### src/rtl/core/assert_macros.svh
// Assertion macros used by the deframer RTL
`ifndef ASSERT_MACROS_SVH
`define ASSERT_MACROS_SVH

// Same-cycle implication, disabled during reset
`define ASSERT_IMPL(label, clk, rst_n, ante, cons) \
	label: assert property (@(posedge clk) disable iff (!(rst_n)) (ante) |-> (cons)) \
		else $error("implication check failed");

// Next-cycle implication, disabled during reset
`define ASSERT_NEXT(label, clk, rst_n, ante, cons) \
	label: assert property (@(posedge clk) disable iff (!(rst_n)) (ante) |=> (cons)) \
		else $error("next-cycle check failed");

`endif

### src/rtl/core/lprd_pkg.sv
// Package for the length-prefixed response deframer: codes and result type
`default_nettype none
package lprd_pkg;

	localparam int unsigned POS_W = 17;

	// result kinds
	localparam logic [2:0] KIND_ERROR = 3'd0;
	localparam logic [2:0] KIND_OK    = 3'd1;
	localparam logic [2:0] KIND_VALUE = 3'd2;
	localparam logic [2:0] KIND_PONG  = 3'd3;
	localparam logic [2:0] KIND_INFO  = 3'd4;
	localparam logic [2:0] KIND_KEYS  = 3'd5;

	// result status codes
	localparam logic [2:0] ST_GOOD     = 3'd0;
	localparam logic [2:0] ST_UNKNOWN  = 3'd1;
	localparam logic [2:0] ST_SHORT    = 3'd2;
	localparam logic [2:0] ST_MISMATCH = 3'd3;
	localparam logic [2:0] ST_LARGE    = 3'd4;

	// configuration register indexes
	localparam logic [2:0] REG_FAILURE = 3'd0;
	localparam logic [2:0] REG_SUCCESS = 3'd1;
	localparam logic [2:0] REG_PING    = 3'd2;
	localparam logic [2:0] REG_INFO    = 3'd3;
	localparam logic [2:0] REG_KEYS    = 3'd4;
	localparam logic [2:0] REG_MAXLEN  = 3'd5;

	typedef struct packed {
		logic [2:0]  kind;
		logic [2:0]  status;
		logic [15:0] frame_len;
		logic [15:0] pay_len;
		logic [31:0] seen;
	} res_t;

endpackage
`default_nettype wire

### src/rtl/core/length_prefixed_response_deframer.sv
// Top level of the length-prefixed response deframer
`default_nettype none
`include "assert_macros.svh"

// Takes one received byte per cycle on in_valid/in_ready and tracks the
// frame with a 17-bit byte position counter, the header length, the type
// byte and the declared payload length. Each byte is handled by compares
// and adds against those registers, so the block sustains one byte per
// clock while in_ready is high. A result is registered when the byte that
// ends a frame (or the second header byte of an oversized frame) is
// accepted. A two-entry output (register plus skid stage) keeps bytes
// flowing while a result waits; in_ready drops only when both entries hold
// results. Configuration writes take effect at once and are meant to be
// done while the stream is idle.
module length_prefixed_response_deframer (
	input  wire logic        clk,
	input  wire logic        arst_n,
	input  wire logic        cfg_we,
	input  wire logic [2:0]  cfg_index,
	input  wire logic [16:0] cfg_data,
	input  wire logic        in_valid,
	output logic             in_ready,
	input  wire logic [7:0]  rx_byte,
	output logic             out_valid,
	input  wire logic        out_ready,
	output logic [2:0]       frame_kind,
	output logic [2:0]       frame_status,
	output logic [15:0]      core_length,
	output logic [15:0]      payload_length,
	output logic [31:0]      frames_seen
);
	import lprd_pkg::*;

	logic [7:0]       fail_code_q, succ_code_q, ping_code_q, info_code_q, keys_code_q;
	logic [16:0]      max_bytes_q;
	logic [POS_W-1:0] pos_q, pos_d;
	logic [15:0]      hdr_q, hdr_d, hdr_new;
	logic [7:0]       typ_q, typ_d;
	logic [15:0]      dp_q, dp_d;
	logic [31:0]      frame_cnt_q;

	logic             emit;
	res_t             res_new;
	res_t             out_q, skid_q;
	logic             out_valid_q, skid_valid_q;
	logic             accept, push, pop;

	assign in_ready = !skid_valid_q;
	assign accept   = in_valid && in_ready;
	assign push     = accept && emit;
	assign pop      = out_valid_q && out_ready;

	// configuration registers
	always_ff @(posedge clk or negedge arst_n) begin
		if (!arst_n) begin
			fail_code_q <= 8'd0;
			succ_code_q <= 8'd1;
			ping_code_q <= 8'd2;
			info_code_q <= 8'd3;
			keys_code_q <= 8'd4;
			max_bytes_q <= 17'd4096;
		end else if (cfg_we) begin
			unique case (cfg_index)
				REG_FAILURE: fail_code_q <= cfg_data[7:0];
				REG_SUCCESS: succ_code_q <= cfg_data[7:0];
				REG_PING:    ping_code_q <= cfg_data[7:0];
				REG_INFO:    info_code_q <= cfg_data[7:0];
				REG_KEYS:    keys_code_q <= cfg_data[7:0];
				REG_MAXLEN:  max_bytes_q <= cfg_data;
				default: ;
			endcase
		end
	end

	// per-byte frame tracking
	always_comb begin
		pos_d             = pos_q;
		hdr_d             = hdr_q;
		typ_d             = typ_q;
		dp_d              = dp_q;
		emit              = 1'b0;
		hdr_new           = {hdr_q[15:8], rx_byte};
		res_new.kind      = KIND_ERROR;
		res_new.status    = ST_GOOD;
		res_new.frame_len = hdr_q;
		res_new.pay_len   = 16'd0;
		res_new.seen      = frame_cnt_q + 32'd1;

		priority if (pos_q == 17'd0) begin
			hdr_d = {rx_byte, 8'h00};
			typ_d = 8'd0;
			dp_d  = 16'd0;
			pos_d = 17'd1;
		end else if (pos_q == 17'd1) begin
			hdr_d             = hdr_new;
			res_new.frame_len = hdr_new;
			priority if (({1'b0, hdr_new} + 17'd2) > max_bytes_q) begin
				emit           = 1'b1;
				res_new.status = ST_LARGE;
			end else if (hdr_new == 16'd0) begin
				emit           = 1'b1;
				res_new.status = ST_SHORT;
			end else begin
				pos_d = 17'd2;
			end
		end else if (pos_q == 17'd2) begin
			typ_d = rx_byte;
			if (hdr_q == 16'd1) begin
				emit = 1'b1;
				priority if (rx_byte == fail_code_q) begin
					res_new.kind = KIND_ERROR;
				end else if (rx_byte == succ_code_q) begin
					res_new.kind = KIND_OK;
				end else begin
					res_new.status = ST_UNKNOWN;
				end
			end else begin
				pos_d = 17'd3;
			end
		end else begin
			if (pos_q == 17'd3) begin
				dp_d = {rx_byte, 8'h00};
			end else if (pos_q == 17'd4) begin
				dp_d = {dp_q[15:8], rx_byte};
			end
			if (pos_q >= ({1'b0, hdr_q} + 17'd1)) begin
				emit = 1'b1;
				priority if (typ_q == succ_code_q) begin
					res_new.kind = KIND_VALUE;
				end else if (typ_q == ping_code_q) begin
					res_new.kind = KIND_PONG;
				end else if (typ_q == info_code_q) begin
					res_new.kind = KIND_INFO;
				end else if (typ_q == keys_code_q) begin
					res_new.kind = KIND_KEYS;
				end else begin
					res_new.status = ST_UNKNOWN;
				end
				if (res_new.status != ST_UNKNOWN) begin
					priority if (hdr_q < 16'd3) begin
						res_new.status = ST_SHORT;
					end else if (dp_d != (hdr_q - 16'd3)) begin
						res_new.status  = ST_MISMATCH;
						res_new.pay_len = dp_d;
					end else begin
						res_new.pay_len = dp_d;
					end
				end
			end else begin
				pos_d = pos_q + 17'd1;
			end
		end

		// a frame end restarts header hunting
		if (emit) begin
			pos_d = 17'd0;
		end
	end

	always_ff @(posedge clk or negedge arst_n) begin
		if (!arst_n) begin
			pos_q       <= '0;
			hdr_q       <= 16'd0;
			typ_q       <= 8'd0;
			dp_q        <= 16'd0;
			frame_cnt_q <= 32'd0;
		end else if (accept) begin
			pos_q <= pos_d;
			hdr_q <= hdr_d;
			typ_q <= typ_d;
			dp_q  <= dp_d;
			if (emit) begin
				frame_cnt_q <= frame_cnt_q + 32'd1;
			end
		end
	end

	// output register and skid stage: valid bits
	always_ff @(posedge clk or negedge arst_n) begin
		if (!arst_n) begin
			out_valid_q  <= 1'b0;
			skid_valid_q <= 1'b0;
		end else if (pop) begin
			if (skid_valid_q) begin
				skid_valid_q <= 1'b0;
			end else if (!push) begin
				out_valid_q <= 1'b0;
			end
		end else if (push) begin
			if (out_valid_q) begin
				skid_valid_q <= 1'b1;
			end else begin
				out_valid_q <= 1'b1;
			end
		end
	end

	// output register and skid stage: payload
	always_ff @(posedge clk) begin
		if (pop) begin
			if (skid_valid_q) begin
				out_q <= skid_q;
			end else if (push) begin
				out_q <= res_new;
			end
		end else if (push) begin
			if (out_valid_q) begin
				skid_q <= res_new;
			end else begin
				out_q <= res_new;
			end
		end
	end

	assign out_valid      = out_valid_q;
	assign frame_kind     = out_q.kind;
	assign frame_status   = out_q.status;
	assign core_length    = out_q.frame_len;
	assign payload_length = out_q.pay_len;
	assign frames_seen    = out_q.seen;

	`ASSERT_IMPL(a_skid_behind_out, clk, arst_n, skid_valid_q, out_valid_q)
	`ASSERT_IMPL(a_pos_in_frame, clk, arst_n, pos_q >= 17'd3, pos_q <= ({1'b0, hdr_q} + 17'd1))
	`ASSERT_IMPL(a_hdr_nonzero, clk, arst_n, pos_q >= 17'd2, hdr_q != 16'd0)
	`ASSERT_NEXT(a_count_step, clk, arst_n, push, frame_cnt_q == ($past(frame_cnt_q) + 32'd1))

endmodule
`default_nettype wire

### config.mk
export PLATFORM = sky130hd
export DESIGN_NAME = length_prefixed_response_deframer
export DESIGN_NICKNAME = d
export VERILOG_FILES = /design/src/rtl/core/lprd_pkg.sv /design/src/rtl/core/length_prefixed_response_deframer.sv
export VERILOG_INCLUDE_DIRS = /design/src /design/src/rtl/core
export SDC_FILE = /design/constraint.sdc
export NUM_CORES = 1
export LEC_CHECK = 0
export ABC_AREA = 1
export BUFFER_PORTS_ARGS = -buffer_cell sky130_fd_sc_hd__buf_4
export CAP_MARGIN = 20
export CORE_MARGIN = 5
export CORE_UTILIZATION = 55
export DETAILED_ROUTE_END_ITERATION = 10
export PLACE_DENSITY = 0.76
export SYNTH_ARGS = -nofsm -noshare
export SYNTH_HDL_FRONTEND = slang
export SYNTH_SLANG_ARGS = --single-unit
### constraint.sdc
create_clock -name clk -period 7.6 [get_ports clk]
set_input_delay 0.38 -clock clk [delete_from_list [all_inputs] [get_ports clk]]
set_output_delay 0.38 -clock clk [all_outputs]
set_load 0.005 [all_outputs]
==> results of run 1 <==
## power breakdown
| part | switching, mW | leakage (nW) | internal [mW] |
|---|---|---|---|
| combinational | 2.11 | 4.50 | 1.01 |
| clock | 0.617 | 0.518 | 0.949 |
| sequential | 0.331 | 3.20 | 2.20 |
| total | 3.06 | 8.21 | 4.16 |
## final cells by class
| class | instances | area [µm²] | share of cell area, % |
|---|---|---|---|
| clock inverters | 16 | 217.7 | 1.238 |
| inverters | 229 | 859.6 | 4.889 |
| repair buffers | 112 | 847.1 | 4.817 |
| clock buffers | 40 | 840.8 | 4.782 |
| multi-input cells | 1229 | 6430 | 36.57 |
| well taps | 378 | 473.0 | 2.690 |
| flip-flops and latches | 288 | 7915 | 45.02 |
## final timing paths
check / start / end / slack [ps]
worst max-delay path: hdr_q[0] / payload_length[8] / 1990
worst min-delay path: out_ready / skid_valid_q / 30
worst max register to register: hdr_q[0] / payload_length[8] / 1990
worst min register to register: max_bytes_q[2] / max_bytes_q[2] / 490
max in group asynchronous: arst_n / frame_cnt_q[29] / 5810
min in group asynchronous: arst_n / max_bytes_q[11] / 490
## synthesized netlist by cell type (2+ instances only)
| master | number | area share [%] |
|---|---|---|
| a21oi_1 | 54 | 1.7 |
| a221oi_1 | 3 | 0.17 |
| and3_1 | 2 | 0.081 |
| buf_1 | 5 | 0.12 |
| buf_2 | 12 | 0.39 |
| buf_4 | 4 | 0.19 |
| buf_6 | 3 | 0.22 |
| clkbuf_1 | 34 | 0.83 |
| clkinv_1 | 3 | 0.073 |
| dfrtp_1 | 142 | 23 |
| dfstp_2 | 6 | 1.0 |
| edfxtp_1 | 140 | 27 |
| ha_1 | 43 | 3.5 |
| inv_1 | 215 | 5.2 |
| inv_2 | 11 | 0.27 |
| mux2_2 | 2 | 0.15 |
| nand2_1 | 494 | 12 |
| nand2_2 | 5 | 0.20 |
| nand2_4 | 3 | 0.22 |
| nand3_1 | 84 | 2.7 |
| nand3_2 | 4 | 0.26 |
| nand3b_1 | 6 | 0.29 |
| nand4_1 | 55 | 2.2 |
| nor2_1 | 130 | 3.2 |
| nor2_2 | 13 | 0.53 |
| nor2_4 | 6 | 0.44 |
| nor3_1 | 19 | 0.62 |
| nor3_2 | 3 | 0.19 |
| nor3b_1 | 4 | 0.19 |
| nor4_1 | 7 | 0.28 |
| nor4b_1 | 3 | 0.17 |
| o211ai_1 | 9 | 0.44 |
| o21ai_0 | 119 | 3.9 |
| o21ai_1 | 20 | 0.65 |
| o22ai_1 | 16 | 0.65 |
| o31ai_1 | 9 | 0.44 |
| or2_1 | 10 | 0.40 |
| or2_2 | 16 | 0.65 |
| xnor2_1 | 7 | 0.40 |
| xor2_1 | 74 | 4.2 |
## logic make-up (layout without fill, tap and decap cells)
family	Yosys count	count (layout)	synth area share (%)
AO/OA/AOI/OAI	235	235	8.205
multiplexers	2	2	0.1458
adder cells (fa/ha/maj)	43	43	3.483
buffers and inverters	287	397	7.313
AND/OR/NAND/NOR	868	868	25.03
XOR/XNOR	81	81	4.592
flip-flops	288	288	51.24
## per-stage QoR
step | cells | power, mW | setup WS (ps) | utilization, % | hold slack, ps
after floorplan | 1804 | 4.659 | 199.7 | - | 84.41
after global placement | 2235 | 5.543 | 2297 | 59.44 | 467.0
after detailed placement | 2235 | 5.617 | 2031 | 59.44 | 473.4
after CTS | 2292 | 7.209 | 1988 | 63.29 | 14.69
after global routing | 2292 | 7.713 | 1435 | 63.29 | 30.20
final | 2292 | 7.215 | 1988 | 63.29 | 31.24
## flip-flops by register name, summed over array words and instances (netlist names), 16 cells and up
| name | flops |
|---|---|
| hdr_q | 16 |
| skid_q | 70 |
| payload_length | 16 |
| dp_q | 16 |
| frame_cnt_q | 32 |
| pos_q | 17 |
| max_bytes_q | 17 |
| frames_seen | 32 |
| core_length | 16 |
## layer usage
metal	wire, µm	track usage (%)
met1	16340	32.84
met2	17890	40.35
met3	2399	3.153
met4	1132	7.154
met5	0	0
## repair_timing
item                      in CTS  in global routing
hold endpoints to repair      84                  0
buffers inserted               0                  0
hold buffers                   1                  0
==> flow_summary.toml, run 1 <==
[cts]
clk_latency_ps = 560
cts_tree = "built"
clock_sinks = 288
clk_pin_slew_ps = 70
htree_num_levels = 1
clock_path_buffers = 3
cts_resized = 0
cts-root-buf = "clkbuf_16"
cts_buffers = 30

[hold_path]
hold_path_class = "in2reg"
min_path_cells = 2

[global_routing]
grt_pass1_vias = 12050
overflow = 0
grt_max_degree = 92
grt_pass1_wl_mm = 61.38
grt_use_total_pct = 24.02
antenna_found_initial = 0

[floorplan]
ios = 105
die_w_um = 177.6
core-area_um2 = 27780
dieArea_um2 = 31540
fp.dieH_um = 177.6
initial_utilization_pct = 55.61
fp-row-count = 61

[layout]
final_cell_mix = "nand2_1 (494), inv_1 (215), dfrtp_1 (142)"
final_common_cell = "nand2_1"
area_growth_pct = 13.82
fin_nets = 1966
drive_gt1_share_pct = 12.28
stdcell_area_um2 = 17580
fill_cells = 2410
antenna_cells = 0

[worst_setup_path]
max_stage_delay_ps = 680
reg2regPathDepth = 25
critPathRequiredTime_ps = 7780
worstSetupStartpointType = "register"
cp_num_cells = 25
crit_path_top_delay_cell = "buf_4"
end_kind = "register"
cp_max_fo = 70
cp_top_family = "simple AND/OR/NAND/NOR gates"
cp_num_buf_inv = 5
worst-setup-path-type = "reg2reg"
worst_ep_arrival_time_ps = 5790

[yosys]
yosys_warnings = 0
synth_area_um2 = 15450
synth_ff_type = "dfrtp_1"
yosysSeqAreaShare_pct = 51.24
syn_nets = 1880
synth_seq_cells = 288
synth_edf_count = 140
syn_inst = 1804
synth_area_per_cell_um2 = 8.564
synth_cell_type_count = 49
async_flop_share_pct = 51.39

[placed_design]
io_buffers = 104
gp_congestion = 1.002
dpl.hpwl_mm = 27.37
placed_cell_area_um2 = 16510

[routing]
drtPass1Iterations = 6
viasPerCell = 5.433
drc = 0
vias = 12450
drt-initial-drc-count = 1220
drt-total-wl_mm = 37.76
wl_per_cell_um = 16.48
postRouteAntennaNets = 0

[sta]
final-hold-violation-count = 0
skew_ps = 13.61
slew_violations = 0
tightest_slew_ps = 1082
fin_crit_sh_pct = 73.85
fmax_mhz = 178.2
relSlewSlack_pct = 27.78
finalSetupViolations = 0
layout_min_cycle_time_ps = 5612
fin_tns_setup_ps = 0
rsz0062_at_grt = "no"

[pwr]
leakagePower_nw = 8.214
powerDensity_nw_per_um2 = 410.3
max-vdd-ir-drop_mv = 0.2079

[job]
maxCapViolations = 0

[status]
outcome = "completed"
(Power assumes the default switching activity.)
==> inputs of run 2 (changes only) <==
==> constraint.sdc (replaced) <==
create_clock -name clk -period 4.96 [get_ports clk]
set_input_delay 0.248 -clock clk [delete_from_list [all_inputs] [get_ports clk]]
set_output_delay 0.248 -clock clk [all_outputs]
set_load 0.005 [all_outputs]
==> flow_summary.toml, run 2 (synthesis gave the netlist of run 1 again) <==
[status]
outcome = "completed"

[floorplan]
initial_utilization_pct = 55.61
dieArea_um2 = 31540
fp.dieH_um = 177.6
core-area_um2 = 27780
fp-row-count = 61
die_w_um = 177.6
ios = 105

[layout]
drive_gt1_share_pct = 12.90
area_growth_pct = 15.08
antenna_cells = 0
final_common_cell = "nand2_1"
fin_nets = 1982
final_cell_mix = "nand2_1 (494), inv_1 (215), dfrtp_1 (142)"
largest_register = "skid_q"
largest_reg_flops = 70

[sta]
tightest_slew_ps = 948.1
relSlewSlack_pct = 36.64
fmax_mhz = 224.5
fin_tns_setup_ps = 0
layout_min_cycle_time_ps = 4454
rsz0062_at_grt = "no"
final-hold-violation-count = 0
fin_crit_sh_pct = 89.81
finalSetupViolations = 0
skew_ps = 13.67
slew_violations = 0

[pwr]
p_total_mw = 11.13
sw_frac_of_total_pct = 42.42
clock_power_share_pct = 21.6
max-vdd-ir-drop_mv = 0.3407
internal_power_mw = 6.411
seqPwrFrac_pct = 34.7
p_switching_mw = 4.724
powerDensity_nw_per_um2 = 626.3
power_frac_comb_pct = 43.7
leakagePower_nw = 8.280

[placed_design]
gp_congestion = 0.9778
io_buffers = 104
dpl.hpwl_mm = 27.47

[global_routing]
grt_use_total_pct = 24.06
grt_pass1_vias = 11840
grt_pass1_wl_mm = 61.15
overflow = 0
grt_max_degree = 71
antenna_found_initial = 0

[cts]
cts_setup_buffers = 0
clk_latency_ps = 560
clock_sinks = 288
cts_resized = 0
cts_buffers = 30
clk_pin_slew_ps = 70
clock_path_buffers = 3
htree_num_levels = 1
cts-root-buf = "clkbuf_16"
cts_tree = "built"

[worst_setup_path]
cp_max_fo = 70
worst-setup-path-type = "reg2reg"
crit_path_top_delay_cell = "dfrtp_1"
max_stage_delay_ps = 430
critPathRequiredTime_ps = 5170
end_kind = "register"
worst_ep_arrival_time_ps = 4660
worstSetupStartpointType = "register"

[routing]
postRouteAntennaNets = 0
drtPass1Iterations = 5
drt-initial-drc-count = 927
vias = 12420
drc = 0
viasPerCell = 5.380
wl_per_cell_um = 16.52
drt-total-wl_mm = 38.14

[hold_path]
hold_path_class = "in2reg"

[job]
maxCapViolations = 0
## run 2: cell types whose count changed in the layout (fill, tap and decap cells not counted), moves of 3 or more
cell,previous run,this run
dlygate4sd3_1,1,11
buf_4,110,114
clkbuf_1,7,3
nor2_1,128,124
nor2_2,13,17
clkinvlp_4,1,4
## run 2: power by group through the flow
| stage | combinational, mW | sequential, mW | clock (mW) |
|---|---|---|---|
| floorplan | 3.41 | 3.73 | 0 |
| global placement | 4.72 | 3.88 | 0 |
| detailed placement | 4.80 | 3.89 | 0 |
| CTS | 4.84 | 3.86 | 2.44 |
| global route | 5.42 | 3.94 | 2.55 |
| finish | 4.87 | 3.87 | 2.40 |
## run 2: critical path: cells and delay by family (launching register included)
family,cells,cell delay (ps)
adders and majority gates,3,730
DFF,1,430
and+or+nand+nor,15,1790
AOI/OAI and AO/OA,2,440
buffers and inverters,5,640
## run 2: area by class of cell
| cell class | instances | area, µm² |
|---|---|---|
| fillers | 2388 | 10000 |
| flip-flops and latches | 288 | 7915 |
| multi-input cells | 1229 | 6450 |
| repair buffers | 128 | 1017 |
| inverters | 229 | 859.6 |
| clock buffers | 35 | 800.8 |
| well taps | 378 | 473.0 |
| clock inverters | 21 | 262.8 |
## run 2: timing repair
item | in CTS | in global routing
hold buffers | 11 | 0
setup endpoints to repair | 0 | 0
hold endpoints to repair | 56 | 0
## run 2: stage by stage
stage                     area [µm²]  util, %  setup WS, ps  cells  hold WS [ps]
after floorplan                15490        -         3.514   1804        -47.59
after global placement         16600    59.77         653.6   2241         228.3
after detailed placement       16600    59.77         469.8   2241         227.1
after CTS                      17780    63.99         551.5   2308         59.07
after global routing           17780    63.99         147.1   2308         71.34
final                          17780    63.99         505.7   2308         75.89
## run 2: final timing paths
check                               start        endpoint  slack [ps]  cells after the start
max in group asynchronous          arst_n         dp_q[5]        3640                      3
setup / recovery                 hdr_q[0]   frame_kind[1]         510                     25
setup reg to reg                 hdr_q[0]   frame_kind[1]         510                     25
hold reg to reg            max_bytes_q[7]  max_bytes_q[7]         490                      2
min in group asynchronous          arst_n  max_bytes_q[9]         190                      2
hold / removal                cfg_data[3]  max_bytes_q[3]          80                      3
## run 2: routing by layer
layer  wire length, µm  track usage [%]  share of wire, %
met1             16400            32.13                43
met3              2421            3.749               6.3
met5                 0                0                 0
met4              1398            8.669               3.7
met2             17910            40.10                47
